==> config.mk <==
export PLATFORM = sky130hd
export DESIGN_NAME = psa_ctrl
export DESIGN_NICKNAME = d
export VERILOG_FILES = /design/src/hw/rtl/prime_sieve_atkin_core_assert.svh /design/src/hw/rtl/psa_pkg.sv /design/src/hw/rtl/psa_ctrl.sv
export SDC_FILE = /design/constraint.sdc
export NUM_CORES = 1
export LEC_CHECK = 0
export BUFFER_PORTS_ARGS = -buffer_cell sky130_fd_sc_hd__buf_2
export CAP_MARGIN = 10
export CORE_AREA = 2 2 39 41
export CTS_CLUSTER_SIZE = 12
export DETAILED_ROUTE_END_ITERATION = 12
export DIE_AREA = 0 0 41 43
export HOLD_SLACK_MARGIN = 0.12
export PLACE_DENSITY_LB_ADDON = 0.2
export SLEW_MARGIN = 5
export SYNTH_ARGS = -nofsm -noshare
export SYNTH_HDL_FRONTEND = slang
export SYNTH_SLANG_ARGS = --single-unit
export TNS_END_PERCENT = 30
==> constraint.sdc <==
create_clock -name clk_i -period 1.56 [get_ports clk_i]
set_input_delay 0.234 -clock clk_i [delete_from_list [all_inputs] [get_ports clk_i]]
set_output_delay 0.234 -clock clk_i [all_outputs]
set_load 0.01 [all_outputs]
==> src/hw/rtl/prime_sieve_atkin_core_assert.svh <==
// Assertion macros shared by the sieve core.
// Define NO_ASSERTIONS to compile the checks out.
`ifndef PRIME_SIEVE_ATKIN_CORE_ASSERT_SVH
`define PRIME_SIEVE_ATKIN_CORE_ASSERT_SVH

`ifndef NO_ASSERTIONS

`define PSA_ASSERT_ALWAYS(name, clk, rstn, expr) \
  name: assert property (@(posedge clk) disable iff (!rstn) (expr)) \
    else $error("psa assertion failed");

`define PSA_ASSERT_IMPL(name, clk, rstn, ante, cons) \
  name: assert property (@(posedge clk) disable iff (!rstn) (ante) |-> (cons)) \
    else $error("psa assertion failed");

`define PSA_ASSERT_NEXT(name, clk, rstn, ante, cons) \
  name: assert property (@(posedge clk) disable iff (!rstn) (ante) |=> (cons)) \
    else $error("psa assertion failed");

`else

`define PSA_ASSERT_ALWAYS(name, clk, rstn, expr)
`define PSA_ASSERT_IMPL(name, clk, rstn, ante, cons)
`define PSA_ASSERT_NEXT(name, clk, rstn, ante, cons)

`endif

`endif

==> src/hw/rtl/psa_pkg.sv <==
package psa_pkg;

  localparam logic OP_BUILD = 1'b0;
  localparam logic OP_QUERY = 1'b1;

  localparam logic [15:0] UPPER_LIMIT_RST = 16'd1000;

  // Commands from the controller to the datapath.
  typedef struct packed {
    logic start_build;
    logic query_rd;
    logic clr_wr;
    logic tog_rd;
    logic tog_wr;
    logic tog_adv;
    logic next_x;
    logic sq_rd;
    logic sq_start_mul;
    logic sq_next_i;
    logic sq_wr;
    logic set_built;
    logic load_out;
  } psa_cmd_t;

  // Status from the datapath to the controller.
  typedef struct packed {
    logic clr_last;
    logic x_done;
    logic y_done;
    logic cand_hit;
    logic sq_done;
    logic sq_bit;
    logic m_done;
    logic slot_free;
  } psa_stat_t;

endpackage

==> src/hw/rtl/psa_ctrl.sv <==
module psa_ctrl (
  input  logic                clk_i,
  input  logic                rst_ni,
  input  logic                in_valid_i,
  input  logic                in_op_i,
  output logic                in_ready_o,
  input  psa_pkg::psa_stat_t  stat_i,
  output psa_pkg::psa_cmd_t   cmd_o
);

  typedef enum logic [2:0] {
    ST_IDLE,
    ST_CLEAR,
    ST_TOG_CHK,
    ST_TOG_WR,
    ST_SQ_CHK,
    ST_SQ_TEST,
    ST_SQ_CLR,
    ST_RESP
  } state_e;

  state_e state_q, state_d;

  always_comb begin
    state_d    = state_q;
    cmd_o      = '0;
    in_ready_o = 1'b0;
    case (state_q)
      ST_IDLE: begin
        in_ready_o = 1'b1;
        if (in_valid_i) begin
          if (in_op_i == psa_pkg::OP_BUILD) begin
            cmd_o.start_build = 1'b1;
            state_d           = ST_CLEAR;
          end else begin
            cmd_o.query_rd = 1'b1;
            state_d        = ST_RESP;
          end
        end
      end
      ST_CLEAR: begin
        cmd_o.clr_wr = 1'b1;
        if (stat_i.clr_last) state_d = ST_TOG_CHK;
      end
      ST_TOG_CHK: begin
        if (stat_i.x_done) begin
          state_d = ST_SQ_CHK;
        end else if (stat_i.y_done) begin
          cmd_o.next_x = 1'b1;
        end else if (stat_i.cand_hit) begin
          cmd_o.tog_rd = 1'b1;
          state_d      = ST_TOG_WR;
        end else begin
          cmd_o.tog_adv = 1'b1;
        end
      end
      ST_TOG_WR: begin
        // The read data of the candidate bit is back; write its complement.
        cmd_o.tog_wr  = 1'b1;
        cmd_o.tog_adv = 1'b1;
        state_d       = ST_TOG_CHK;
      end
      ST_SQ_CHK: begin
        if (stat_i.sq_done) begin
          cmd_o.set_built = 1'b1;
          state_d         = ST_RESP;
        end else begin
          cmd_o.sq_rd = 1'b1;
          state_d     = ST_SQ_TEST;
        end
      end
      ST_SQ_TEST: begin
        if (stat_i.sq_bit) begin
          cmd_o.sq_start_mul = 1'b1;
          state_d            = ST_SQ_CLR;
        end else begin
          cmd_o.sq_next_i = 1'b1;
          state_d         = ST_SQ_CHK;
        end
      end
      ST_SQ_CLR: begin
        if (stat_i.m_done) begin
          cmd_o.sq_next_i = 1'b1;
          state_d         = ST_SQ_CHK;
        end else begin
          cmd_o.sq_wr = 1'b1;
        end
      end
      ST_RESP: begin
        if (stat_i.slot_free) begin
          cmd_o.load_out = 1'b1;
          state_d        = ST_IDLE;
        end
      end
      default: state_d = ST_IDLE;
    endcase
  end

  always_ff @(posedge clk_i or negedge rst_ni) begin
    if (!rst_ni) begin
      state_q <= ST_IDLE;
    end else begin
      state_q <= state_d;
    end
  end

endmodule

==> Word-level counts from Yosys, hierarchy flattened <==
Index checks and enable logic that the tools add are counted.
{ "totals": {"regBits": 3, "wordCells": 57} }
{ "classes": {"eq_ne": 13, "mux": 41, "n_reduce_logical": 2} }
{ "ops": {"columns": ["operator", "n"], "rows": [
  ["1-bit two-way mux", 25],
  ["3-bit two-way mux", 8],
  ["3-bit case mux with 8 select lines", 1],
  ["3-bit equality test (second input constant)", 4],
  ["2-bit two-way mux", 5],
  ["2-bit != test (second input constant)", 4],
  ["3-bit by 2-bit equality test with 1-bit output (second input constant)", 2],
  ["3-bit != test (second input constant)", 2],
  ["6-bit AND reduction", 1],
  ["1-bit case mux with 2 select lines", 2],
  ["3-bit by 1-bit equality test with 1-bit output (second input constant)", 1],
  ["3-bit logical NOT", 1]
]} }

==> Longest topological paths before layout <==
Gate-level depths: netlist of run 1.
{ "depth": {"depth_word": 4, "ltp_mapped": 6} }

==> Least setup slack after synthesis of run 1 <==
OpenSTA, ideal clock, no wires.
{ "synth_timing": {"kind": "reg-to-output", "from": "register state_q[2]", "to": "output cmd_o[12] (netlist bit)", "arrival_ns": 1.334, "required_ns": 1.326, "slack_ns": -0.008, "stages_incl_launch_ff": 6, "n_path_buf": 2, "cell_sequence": "dfrtp_1 > buf_6 > clkbuf_1 > nor3_1 > nand2_1 > nor2_1"} }
{ "synth_rtl": {"columns": ["item", "line_no", "text"], "rows": [
  ["start: declaration", "psa_ctrl.sv:22", "state_e state_q, state_d;"],
  ["start signal: assignment", "psa_ctrl.sv:103", "state_q <= state_d;"],
  ["end: declaration", "psa_ctrl.sv:8", "output psa_pkg::psa_cmd_t cmd_o"]
]} }

==> impl_metrics.json, run 1 <==
{
  "clk_latency_ns": 0.23,
  "numCtsBuffers": 3,
  "leakagePower_nw": 0.346,
  "core.rowCount": 14,
  "met2_usage": 0.219,
  "hp-class": "in2async",
  "grt_max_degree": 13,
  "ant_nets": 0,
  "yosys.cell_count.top_type": "nor2_1",
  "grt_use_total": 0.142,
  "start_util": 0.297,
  "regArea_sq_um": 78.8,
  "area_delta_synth_final_pct": 75.4,
  "critPathLaunchType": "register",
  "syn-num-nets": 67,
  "cts_tree": "built",
  "nFillCells": 141,
  "num-nets-final": 103,
  "drive_gt1_frac": 0.622,
  "yosysTopAreaCell": "dfrtp_1",
  "dieWidth_microns": 41,
  "max_cap_viol_count": 0,
  "ys_types": 32,
  "final.period_utilization": 1.00,
  "max-clock-path-buffers": 2,
  "multi_input_area_sq_um": 365,
  "vias_per_cell": 5.05,
  "antenna_found_initial": 0,
  "place.gp.congestion": 0.754,
  "largest_register_ff_count": 3,
  "drtIter0Drc": 5,
  "num_antenna_cells": 0,
  "cts_root_buf": "clkbuf_4",
  "regMostFlops": "state_q",
  "drc": 0,
  "fin_crit_ns": 1.56,
  "tightest_slew_ns": 0.350,
  "numPortBuffers": 25,
  "clk_pin_slew_ns": 0.04,
  "slew_headroom": 0.766,
  "io_pins": 26,
  "synth_seq_cells": 3,
  "num_vias": 535,
  "synth-edff-count": 0,
  "async_reset_ff_frac": 1.00,
  "maxSlewViolCount": 0,
  "ys.flop_type": "dfrtp_1",
  "status": "complete, but fails checks",
  "wl_microns": 1180,
  "dpl.hpwl_microns": 874,
  "gr-total-overflow": 0,
  "failed_checks": "negative setup slack",
  "rsz0062_at_grt": "true",
  "syn_inst": 55,
  "syn_avg_cell_area_sq_um": 7.48,
  "yosys_warnings": 0,
  "critPathMaxFanout": 6,
  "drt_first_pass_iters": 5,
  "final-hold-violation-count": 0,
  "use_met3": 0.0157,
  "ir_worst_vdd_mv": 0.770,
  "arrival_ns": 1.33,
  "endpoint_kind": "primary output",
  "report.power.total_mw": 1.31,
  "required_ns": 1.33,
  "fin_skew_ns": 0.00102,
  "grt_pass1_vias": 417,
  "max_freq_ghz": 0.640,
  "synthTopCellsByArea": "dfrtp_1, nor3_1, nor2_1",
  "powerDensity_mw_per_mm2": 1820,
  "preCtsSetupSlack_ns": 0.0917,
  "syn_area_sq_um": 412,
  "coreArea_sq_mm": 0.00138,
  "cts.sinks": 3,
  "synth_top_area_frac": 0.182,
  "die_y_microns": 43,
  "dieArea_sq_mm": 0.00176,
  "busiest_layer": "met2",
  "layout_setup_ws_ns": -0.00154,
  "synth.yosys.seq_area_share": 0.182,
  "ys_top_cells_by_count": "nor2_1, nor3_1",
  "setup_viol": 1,
  "htreeDepth": 1,
  "wl_per_cell_microns": 11.1,
  "largestRegisters": "state_q (3)",
  "criticalPathCategory": "reg2out",
  "grt_pass1_wl_microns": 1810,
  "grt_use_met1": 0.209
}
## layout by cell type, fill, tap and decap left out, types with 3 or more instances in the layout
cell / count
a31oi_1: 3
buf_6: 4
clkbuf_4: 3
nor3_2: 3
buf_2: 24
nor2_1: 5
buf_4: 7
o21ai_0: 3
dfrtp_2: 3
## final cells by class
type	instances	area share
clock buffers	4	0.0364
inverters	1	0.00520
multi-input cells	46	0.506
flip-flops and latches	3	0.109
well taps	16	0.0277
repair buffers	36	0.315
## critical path, stage by stage (launching register included)
cell and delay, ns:
dfrtp_2 0.47, nor2_1 0.18, nand3_2 0.11, nor3_2 0.12, or2_4 0.13, buf_6 0.09
## stage by stage
step,hold WS [ns],setup TNS (ns),utilization,instances,area (sq um)
2_1_floorplan,-0.0616,0,-,55,417
3_3_place_gp,0.0312,0,0.413,96,572
3_5_place_dp,0.0338,0,0.413,96,572
4_1_cts,0.329,-0.0323,0.484,102,669
5_1_grt,0.339,-0.296,0.522,106,722
6_report,0.330,-0.00154,0.522,106,722
## path summary, 6_finish.rpt
check / slack (ns) / cells past startpoint / to / from
min in group clk_i: 0.43 / 4 / state_q[0] / stat_i[6]
worst min register to register: 0.61 / 2 / state_q[1] / state_q[1]
worst max register to register: 0.05 / 5 / state_q[1] / state_q[2]
worst min-delay path: 0.33 / 2 / state_q[0] / rst_ni
worst max-delay path: -0.002 / 5 / cmd_o[7] / state_q[2]
max in group asynchronous: 1.11 / 2 / state_q[2] / rst_ni
## power by group
group          switching [mW]  internal (mW)
Combinational           0.450          0.510
Clock                  0.0383         0.0957
Sequential             0.0911          0.129
## kinds of logic after synthesis
family / synth area share
AO/OA/AOI/OAI: 0.192
buffers and inverters: 0.0760
flip-flops: 0.182
AND/OR/NAND/NOR: 0.550
## timing repair
action / 4_1_cts / 5_1_grt
hold buffers: 1 / 0
gates resized for setup: 15 / 4
buffers inserted: 1 / 4
pin swaps: 2 / 3
setup endpoints to repair: 6 / 10
endpoints found under the hold margin: 3 / 0
## layer usage
metal | vias to the layer above | wire length (microns)
li1 | 279 | -
met1 | 239 | 540
met2 | 17 | 583
met3 | 0 | 56
met4 | 0 | 0
met5 | - | 0
No activity file was read; power rests on OpenSTA's default activity.
==> inputs of run 2 (changes only) <==
--- a/config.mk
+++ b/config.mk
@@ -12,7 +12,7 @@
 export DETAILED_ROUTE_END_ITERATION = 12
 export DIE_AREA = 0 0 41 43
 export HOLD_SLACK_MARGIN = 0.12
-export PLACE_DENSITY_LB_ADDON = 0.2
+export PLACE_DENSITY = 0.63
 export SLEW_MARGIN = 5
 export SYNTH_ARGS = -nofsm -noshare
 export SYNTH_HDL_FRONTEND = slang
==> constraint.sdc (replaced) <==
create_clock -name clk_i -period 1.7 [get_ports clk_i]
set_input_delay 0.255 -clock clk_i [delete_from_list [all_inputs] [get_ports clk_i]]
set_output_delay 0.255 -clock clk_i [all_outputs]
set_load 0.01 [all_outputs]
==> impl_metrics.json, run 2 (synthesis results as in run 1) <==
{
  "final_cells": 101,
  "grt_max_degree": 16,
  "gr-total-overflow": 0,
  "layout_commonest_cell": "buf_2",
  "grt_pass1_vias": 441,
  "dieArea_sq_mm": 0.00176,
  "max-clock-path-buffers": 2,
  "crit_path_cell_trace": "nor2_1, and2_1, or2_2, buf_2",
  "grt_pass1_wl_microns": 1840,
  "dpl.hpwl_microns": 839,
  "critPathMaxFanout": 15,
  "area_delta_synth_final_pct": 50.5,
  "critPathLaunchType": "register",
  "layout_setup_ws_ns": -0.00235,
  "drtIter0Drc": 15,
  "critical_path.max_stage_delay_ns": 0.52,
  "required_ns": 1.44,
  "ir_worst_vdd_mv": 0.593,
  "cts_root_buf": "clkbuf_4",
  "numPortBuffers": 25,
  "drt_first_pass_iters": 4,
  "max_cap_viol_count": 0,
  "post_cts_buffers": 0,
  "final.period_utilization": 1.00,
  "dieWidth_microns": 41,
  "wl_microns": 1130,
  "num_vias": 519,
  "final_cell_mix": "buf_2, nor2_1, buf_4, nor3_1",
  "drc": 0,
  "clk_pin_slew_ns": 0.04,
  "vias_per_cell": 5.14,
  "core.rowCount": 14,
  "report.power.total_mw": 1.01,
  "nFillCells": 149,
  "num-nets-final": 98,
  "tightest_slew_ns": 0.324,
  "final-hold-violation-count": 0,
  "slew_headroom": 0.782,
  "slowest_stage": "dfrtp_2",
  "fin_skew_ns": 0.000139,
  "status": "complete, but fails checks",
  "leakagePower_nw": 0.309,
  "endpoint_kind": "primary output",
  "largestRegisters": "state_q (3)",
  "io_pins": 26,
  "rsz0062_at_grt": "true",
  "num_antenna_cells": 0,
  "die_y_microns": 43,
  "fin_crit_ns": 1.70,
  "failed_checks": "negative setup slack",
  "drive_gt1_frac": 0.494,
  "place.gp.congestion": 0.765,
  "maxSlewViolCount": 0,
  "cts_tree": "built",
  "regMostFlops": "state_q",
  "powerDensity_mw_per_mm2": 1640,
  "setup_viol": 1,
  "crit_family": "simple AND/OR/NAND/NOR gates",
  "numCtsBuffers": 3,
  "start_util": 0.297,
  "criticalPathCategory": "reg2out",
  "dp_cells": 96,
  "largest_register_ff_count": 3,
  "crit_buf_inv": 1,
  "ant_nets": 0,
  "clk_latency_ns": 0.23,
  "wl_per_cell_microns": 11.2,
  "max_freq_ghz": 0.587,
  "arrival_ns": 1.45,
  "hp-class": "in2async",
  "grt_use_total": 0.152,
  "htreeDepth": 1,
  "coreArea_sq_mm": 0.00138,
  "cts.sinks": 3,
  "antenna_found_initial": 0
}
## run 2: power breakdown
group,switching [mW],total [mW],leakage (nW),internal [mW]
combinational,0.329,0.667,0.261,0.338
sequential,0.104,0.220,0.0336,0.116
clock,0.0383,0.126,0.0150,0.0880
## run 2: routing by layer
metal	wire, microns	vias up	track usage
met1	529	232	0.212
met2	518	17	0.209
met5	0	-	0
met4	14	0	0.0800
li1	-	268	-
met3	68	2	0.0314
## run 2: metrics by stage
stage                     utilization  cell area (sq um)  worst slack (ns)  TNS (ns)  hold WS (ns)
after floorplan                     -                412             0.111         0       -0.0406
after global placement          0.410                567             0.179         0        0.0518
after detailed placement        0.410                567             0.159         0        0.0512
after CTS                       0.443                613            0.0119         0         0.339
after global routing            0.448                619           -0.0564    -0.117         0.372
final                           0.448                619          -0.00235  -0.00235         0.345
## run 2: area by class of cell
cell class / instances / area (sq um) / share of cell area
Inverter: 1 / 3.75 / 0.00606
Timing Repair Buffer: 31 / 173 / 0.279
Tap cell: 16 / 20.0 / 0.0323
Sequential cell: 3 / 77.6 / 0.125
Clock buffer: 4 / 26.3 / 0.0424
Multi-Input combinational cell: 46 / 319 / 0.515
## run 2: final timing paths
| check | depth (start not counted) | startpoint | to | slack (ns) |
|---|---|---|---|---|
| setup / recovery | 4 | state_q[2] | cmd_o[7] | -0.002 |
| setup reg to reg | 5 | state_q[1] | state_q[1] | 0.21 |
| max in group asynchronous | 2 | rst_ni | state_q[1] | 1.24 |
| min in group clk_i | 3 | stat_i[6] | state_q[2] | 0.43 |
| hold / removal | 2 | rst_ni | state_q[0] | 0.35 |
| hold reg to reg | 3 | state_q[0] | state_q[2] | 0.71 |
## run 2: repair_timing
action                                  in CTS  in global routing
hold buffers                                 1                  0
endpoints found under the hold margin        3                  0
resized for setup                            3                  2
endpoints found under the setup margin       2                  7
pin swaps                                    0                  1
